$ cat src/design/adcu_pkg.sv
package adcu_pkg;

    localparam int VALUE_BITS_DEF = 32;
    localparam int FRAC_BITS_DEF  = 16;
    localparam int HELD_BITS      = 48;
    localparam int WORD_BITS      = 64;
    localparam int CFG_IDX_BITS   = 3;
    localparam int CFG_DATA_BITS  = 32;
    localparam int PARAM_BITS     = 31;
    localparam int SCH_BITS       = 2;
    localparam int MOP_BITS       = 4;

    typedef logic signed [WORD_BITS-1:0] word_t;

    // register indexes on the configuration port
    localparam logic [CFG_IDX_BITS-1:0] REG_SCHEME      = 3'd0;
    localparam logic [CFG_IDX_BITS-1:0] REG_TIME_STEP   = 3'd1;
    localparam logic [CFG_IDX_BITS-1:0] REG_DIFFUSIVITY = 3'd2;
    localparam logic [CFG_IDX_BITS-1:0] REG_INV_DX      = 3'd3;
    localparam logic [CFG_IDX_BITS-1:0] REG_INV_DY      = 3'd4;

    // convection schemes
    localparam logic [SCH_BITS-1:0] SCH_CENTRAL = 2'd0;
    localparam logic [SCH_BITS-1:0] SCH_UPWIND  = 2'd1;
    localparam logic [SCH_BITS-1:0] SCH_QUICK   = 2'd2;
    localparam logic [SCH_BITS-1:0] SCH_TVD     = 2'd3;

    // multiplier operations issued by the controller
    localparam logic [MOP_BITS-1:0] MOP_VFP  = 4'd0;
    localparam logic [MOP_BITS-1:0] MOP_VFN  = 4'd1;
    localparam logic [MOP_BITS-1:0] MOP_CP1  = 4'd2;
    localparam logic [MOP_BITS-1:0] MOP_CP2  = 4'd3;
    localparam logic [MOP_BITS-1:0] MOP_MH   = 4'd4;
    localparam logic [MOP_BITS-1:0] MOP_HH   = 4'd5;
    localparam logic [MOP_BITS-1:0] MOP_COEF = 4'd6;
    localparam logic [MOP_BITS-1:0] MOP_DIFF = 4'd7;
    localparam logic [MOP_BITS-1:0] MOP_TS   = 4'd8;

    localparam word_t WORD_MAX = {1'b0, {(WORD_BITS-1){1'b1}}};
    localparam word_t WORD_MIN = {1'b1, {(WORD_BITS-1){1'b0}}};
    localparam word_t HELD_MAX = (64'sd1 <<< (HELD_BITS-1)) - 64'sd1;
    localparam word_t HELD_MIN = -HELD_MAX - 64'sd1;

    typedef struct packed {
        logic                accept;
        logic                prep;
        logic                mul_start;
        logic [MOP_BITS-1:0] mul_op;
        logic                div_start;
        logic                div_neg;
        logic                out_load;
    } cmd_t;

    typedef struct packed {
        logic tvd_p;
        logic tvd_n;
        logic is_y;
        logic mul_done;
        logic div_done;
        logic out_free;
    } stat_t;

    function automatic word_t sat_add(input word_t a, input word_t b);
        logic signed [WORD_BITS:0] s;
        s = {a[WORD_BITS-1], a} + {b[WORD_BITS-1], b};
        if (s[WORD_BITS] != s[WORD_BITS-1])
            return s[WORD_BITS] ? WORD_MIN : WORD_MAX;
        return s[WORD_BITS-1:0];
    endfunction

    function automatic word_t sat_sub(input word_t a, input word_t b);
        logic signed [WORD_BITS:0] s;
        s = {a[WORD_BITS-1], a} - {b[WORD_BITS-1], b};
        if (s[WORD_BITS] != s[WORD_BITS-1])
            return s[WORD_BITS] ? WORD_MIN : WORD_MAX;
        return s[WORD_BITS-1:0];
    endfunction

    function automatic word_t clamp_held(input word_t x);
        if (x > HELD_MAX)
            return HELD_MAX;
        if (x < HELD_MIN)
            return HELD_MIN;
        return x;
    endfunction

    // 0.75a + 0.375b - 0.125d, floored
    function automatic word_t quick_face(input word_t a, input word_t b, input word_t d);
        word_t t;
        t = (a <<< 2) + (a <<< 1) + (b <<< 1) + b - d;
        return t >>> 3;
    endfunction

endpackage

$ cat src/design/adcu_ctrl.sv
module adcu_ctrl
    import adcu_pkg::*;
(
    input  logic  clk,
    input  logic  rst_n,
    input  logic  in_valid,
    output logic  in_stall,
    output cmd_t  cmd,
    input  stat_t stat
);

    localparam logic [3:0] ST_IDLE  = 4'd0;
    localparam logic [3:0] ST_PREP  = 4'd1;
    localparam logic [3:0] ST_DIVP  = 4'd2;
    localparam logic [3:0] ST_MULVP = 4'd3;
    localparam logic [3:0] ST_DIVN  = 4'd4;
    localparam logic [3:0] ST_MULVN = 4'd5;
    localparam logic [3:0] ST_CP1   = 4'd6;
    localparam logic [3:0] ST_CP2   = 4'd7;
    localparam logic [3:0] ST_MH    = 4'd8;
    localparam logic [3:0] ST_HH    = 4'd9;
    localparam logic [3:0] ST_COEF  = 4'd10;
    localparam logic [3:0] ST_DIFF  = 4'd11;
    localparam logic [3:0] ST_TS    = 4'd12;
    localparam logic [3:0] ST_OUT   = 4'd13;

    logic [3:0] state_reg, state_next, after;
    logic       issued_reg, issued_next, use_mul;

    always_comb
    begin
        cmd         = '0;
        cmd.mul_op  = MOP_VFP;
        state_next  = state_reg;
        issued_next = issued_reg;
        use_mul     = 1'b0;
        after       = ST_IDLE;
        unique case (state_reg)
            ST_IDLE:
            begin
                if (in_valid)
                begin
                    cmd.accept = 1'b1;
                    state_next = ST_PREP;
                end
            end
            ST_PREP:
            begin
                cmd.prep   = 1'b1;
                state_next = ST_DIVP;
            end
            ST_DIVP, ST_DIVN:
            begin
                cmd.div_neg = (state_reg == ST_DIVN);
                if (!(cmd.div_neg ? stat.tvd_n : stat.tvd_p))
                    state_next = cmd.div_neg ? ST_CP1 : ST_DIVN;
                else if (!issued_reg)
                begin
                    cmd.div_start = 1'b1;
                    issued_next   = 1'b1;
                end
                else if (stat.div_done)
                begin
                    issued_next = 1'b0;
                    state_next  = cmd.div_neg ? ST_MULVN : ST_MULVP;
                end
            end
            ST_MULVP:
            begin
                use_mul    = 1'b1;
                cmd.mul_op = MOP_VFP;
                after      = ST_DIVN;
            end
            ST_MULVN:
            begin
                use_mul    = 1'b1;
                cmd.mul_op = MOP_VFN;
                after      = ST_CP1;
            end
            ST_CP1:
            begin
                use_mul    = 1'b1;
                cmd.mul_op = MOP_CP1;
                after      = ST_CP2;
            end
            ST_CP2:
            begin
                use_mul    = 1'b1;
                cmd.mul_op = MOP_CP2;
                after      = ST_MH;
            end
            ST_MH:
            begin
                use_mul    = 1'b1;
                cmd.mul_op = MOP_MH;
                after      = ST_HH;
            end
            ST_HH:
            begin
                use_mul    = 1'b1;
                cmd.mul_op = MOP_HH;
                after      = ST_COEF;
            end
            ST_COEF:
            begin
                use_mul    = 1'b1;
                cmd.mul_op = MOP_COEF;
                after      = ST_DIFF;
            end
            ST_DIFF:
            begin
                use_mul    = 1'b1;
                cmd.mul_op = MOP_DIFF;
                after      = stat.is_y ? ST_TS : ST_IDLE;
            end
            ST_TS:
            begin
                use_mul    = 1'b1;
                cmd.mul_op = MOP_TS;
                after      = ST_OUT;
            end
            ST_OUT:
            begin
                if (stat.out_free)
                begin
                    cmd.out_load = 1'b1;
                    state_next   = ST_IDLE;
                end
            end
            default:
                state_next = ST_IDLE;
        endcase

        // issue the multiply once, then wait for its result
        if (use_mul)
        begin
            if (!issued_reg)
            begin
                cmd.mul_start = 1'b1;
                issued_next   = 1'b1;
            end
            else if (stat.mul_done)
            begin
                issued_next = 1'b0;
                state_next  = after;
            end
        end
    end

    always_ff @(posedge clk or negedge rst_n)
    begin
        if (!rst_n)
        begin
            state_reg  <= ST_IDLE;
            issued_reg <= 1'b0;
        end
        else
        begin
            state_reg  <= state_next;
            issued_reg <= issued_next;
        end
    end

    assign in_stall = (state_reg != ST_IDLE);

endmodule

$ cat config.mk
export PLATFORM = sky130hd
export DESIGN_NAME = adcu_ctrl
export DESIGN_NICKNAME = d
export VERILOG_FILES = /design/src/design/adcu_pkg.sv /design/src/design/adcu_ctrl.sv
export SDC_FILE = /design/constraint.sdc
export NUM_CORES = 1
export LEC_CHECK = 0
export ABC_CLOCK_PERIOD_IN_PS = 1290
export BUFFER_PORTS_ARGS = -buffer_cell sky130_fd_sc_hd__buf_4
export CAP_MARGIN = 10
export CELL_PAD_IN_SITES_DETAIL_PLACEMENT = 1
export CELL_PAD_IN_SITES_GLOBAL_PLACEMENT = 2
export CORE_MARGIN = 1
export CORE_UTILIZATION = 24
export DETAILED_ROUTE_END_ITERATION = 8
export PLACE_DENSITY_LB_ADDON = 0.25
export SETUP_SLACK_MARGIN = 0.15
export SLEW_MARGIN = 25
export SYNTH_ARGS = -nofsm -noshare
export SYNTH_HDL_FRONTEND = slang
export SYNTH_SLANG_ARGS = --single-unit
export TNS_END_PERCENT = 100
$ cat constraint.sdc
create_clock -name clk -period 1.29 [get_ports clk]
set_input_delay 0.129 -clock clk [delete_from_list [all_inputs] [get_ports clk]]
set_output_delay 0.129 -clock clk [all_outputs]
set_load 0.05 [all_outputs]
==> flow_summary.toml <==
[timing]
setup_slack_ps = -364
clock_skew_ps = 0.380
max_freq_ghz = 0.604
final_hold_viol_count = 0
tightest_slew_ps = 258
tns_ps = -4450
slew_violations = 0
hold-worst-slack_ps = 219
period_share = 1.28
slew_headroom = 0.826
min_period_ps = 1650
rsz0062_at_grt = "yes"
finalSetupViolCount = 16

[placement]
dp_hpwl_um = 1760
numPortBuffers = 19
finalWeightedCongestion = 0.775
pre_cts_slack_ps = -257
placed_cell_area_sq_mm = 0.00101

[cells_and_area]
largest_register_ffs = 4
antenna_cells = 0
layout_common_cells = "buf_4, buf_6, buf_8, nand2_1, dfrtp_2"
synthToLayoutAreaGrowth_pct = 129
fin_nets = 157
finalCoreUtilization = 0.592
final_common_cell = "buf_4"
fillers = 285
finalInstanceArea_sq_mm = 0.00149
drive_gt1_frac = 0.748

[global_route]
overflow = 0
antenna_found_initial = 0
grt_max_degree = 11
grt_pass1_wl_um = 4300
grt_pass1_vias = 899
grt.total_usage = 0.215

[die]
ioPinCount = 20
die_area_sq_mm = 0.00293
start_util = 0.259
die-width_um = 54.2
rows = 18
core_area_sq_mm = 0.00252
die_y_um = 54.2

[drt]
drt_iter0_markers = 21
post_drt_via_cell_ratio = 5.36
final_antenna_net_count = 0
wirelength_um = 3450
dr_total_vias = 949
route.detailed.drc = 0
detail_route.wl_per_cell_um = 19.5
firstDrtPassIters = 4

[clock_network]
h-tree-depth = 1
cts_tree = "yes"
cts_buffer_depth = 2
cts_sinks = 5
clockRootBuffer = "clkbuf_4"
clkTransAtPathRegs_ps = 50
worstSkewPairLatency_ps = 260
numCtsBuffers = 3

[synth]
syn_nets = 95
syn-instance-count = 86
syn_area_sq_um = 653
ys_warn_count = 0
ys_seq_area_frac = 0.192
synth.ff_latch_count = 5
synth.distinct_cells = 38
syn_area_per_cell_sq_um = 7.59

[critical_path]
path_delay_family = "simple AND/OR/NAND/NOR gates"
reg2reg_slack_ps = -310
cp.arrival_ps = 1530
critical_path.endpoint_type = "output pin"
cp_cell_sequence = "or2_4 > a21oi_4 > nor2b_4 > buf_6"
start_kind = "flip-flop"
worstPathRequired_ps = 1160
crit_type = "flip-flop to output pin"
cp.buffers_inverters = 1
worst-path-max-fanout = 6
crit_path_max_incr_delay_ps = 470
critPathSlowestCell = "dfrtp_2"

[power]
p_per_area_mw_per_mm2 = 2840
ir_drop_v = 0.00173
leakage_uw = 0.000647

[worst_hold_path]
hp-class = "primary input to async pin"

[run]
cap_viol_max_count = 0

[run_status]
status = "finished, violations left"
violations = "setup timing"
-- cell usage after synthesis --
| cell | number | area share |
|---|---|---|
| inv_1 | 3 | 0.017 |
| nand2_1 | 7 | 0.040 |
| buf_2 | 3 | 0.023 |
| nor2_1 | 5 | 0.029 |
| o22a_1 | 1 | 0.013 |
| or2_4 | 1 | 0.013 |
| o2bb2ai_1 | 2 | 0.027 |
| a2bb2oi_1 | 2 | 0.027 |
| a32o_1 | 1 | 0.015 |
| buf_6 | 2 | 0.034 |
| a21oi_1 | 4 | 0.031 |
| o22ai_1 | 1 | 0.0096 |
| nor3_1 | 3 | 0.023 |
| a211oi_1 | 1 | 0.011 |
| o2111ai_1 | 1 | 0.013 |
| and3_1 | 4 | 0.038 |
| clkbuf_1 | 2 | 0.011 |
| and2_1 | 5 | 0.048 |
| nor2b_1 | 3 | 0.029 |
| dfrtp_1 | 5 | 0.19 |
| a32oi_1 | 1 | 0.013 |
| a221oi_1 | 1 | 0.013 |
| a21o_1 | 1 | 0.011 |
| o21ai_0 | 7 | 0.054 |
| o32a_1 | 1 | 0.015 |
| a31oi_1 | 1 | 0.0096 |
| o211ai_1 | 1 | 0.011 |
| buf_4 | 2 | 0.023 |
| o32ai_4 | 1 | 0.042 |
| nor4b_1 | 1 | 0.013 |
| o31ai_1 | 1 | 0.011 |
| o21bai_1 | 1 | 0.011 |
| a2111oi_0 | 1 | 0.013 |
| nand2b_1 | 2 | 0.019 |
| nor3b_1 | 2 | 0.023 |
| nand3b_1 | 3 | 0.034 |
| xor2_1 | 2 | 0.027 |
| nand3_1 | 1 | 0.0077 |
-- stage by stage --
stage	power, uW	std cells
finish	4230	177
floorplan	2060	86
global placement	2650	146
detailed placement	2660	146
CTS	3440	166
global route	4430	177
-- worst paths after layout --
check,startpoint,endpoint,cells after the start
max,state_reg[3],cmd[2],4
min,rst_n,issued_reg,2
min in group clk,stat[1],issued_reg,3
max in group asynchronous,rst_n,state_reg[3],2
min reg2reg,issued_reg,issued_reg,2
max reg2reg,state_reg[3],state_reg[1],5
-- kinds of logic after synthesis --
group,Yosys count,synth area share
AO/OA/AOI/OAI,30,0.354
XOR/XNOR,2,0.0268
buffers and inverters,12,0.109
flip-flops,5,0.192
AND/OR/NAND/NOR,37,0.318
-- worst reg2reg max path, stage by stage, from the launching register on --
cell and delay, ps:
dfrtp_2 470, or2_4 310, buf_6 130, o32ai_4 250, o31ai_1 100, a221oi_1 240
-- layout make-up --
cell class,instances,area [sq um],area share
Clock buffer,4,26.3,0.0176
Inverter,3,13.8,0.00922
Multi-Input combinational cell,69,669,0.448
Sequential cell,5,131,0.0880
Tap cell,30,37.5,0.0251
Timing Repair Buffer,66,614,0.412
-- what timing repair did --
action / in CTS / in global routing
pin swaps: 7 / 8
hold buffers: 1 / 0
resized for setup: 36 / 34
endpoints found under the hold margin: 5 / 0
endpoints found under the setup margin: 16 / 16
setup buffers: 15 / 11
-- power breakdown --
part | internal (uW) | switching [uW]
Sequential | 243 | 158
Combinational | 1800 | 1820
Clock | 119 | 93.8
-- routing by layer --
layer  vias up  track usage  routed length (um)
li1        445            -                   -
met2        24        0.388                1790
met1       472        0.252                1480
met4         0        0.107                  80
met3         8       0.0141                  87
met5         -            0                   0
(Power assumes the default switching activity.)
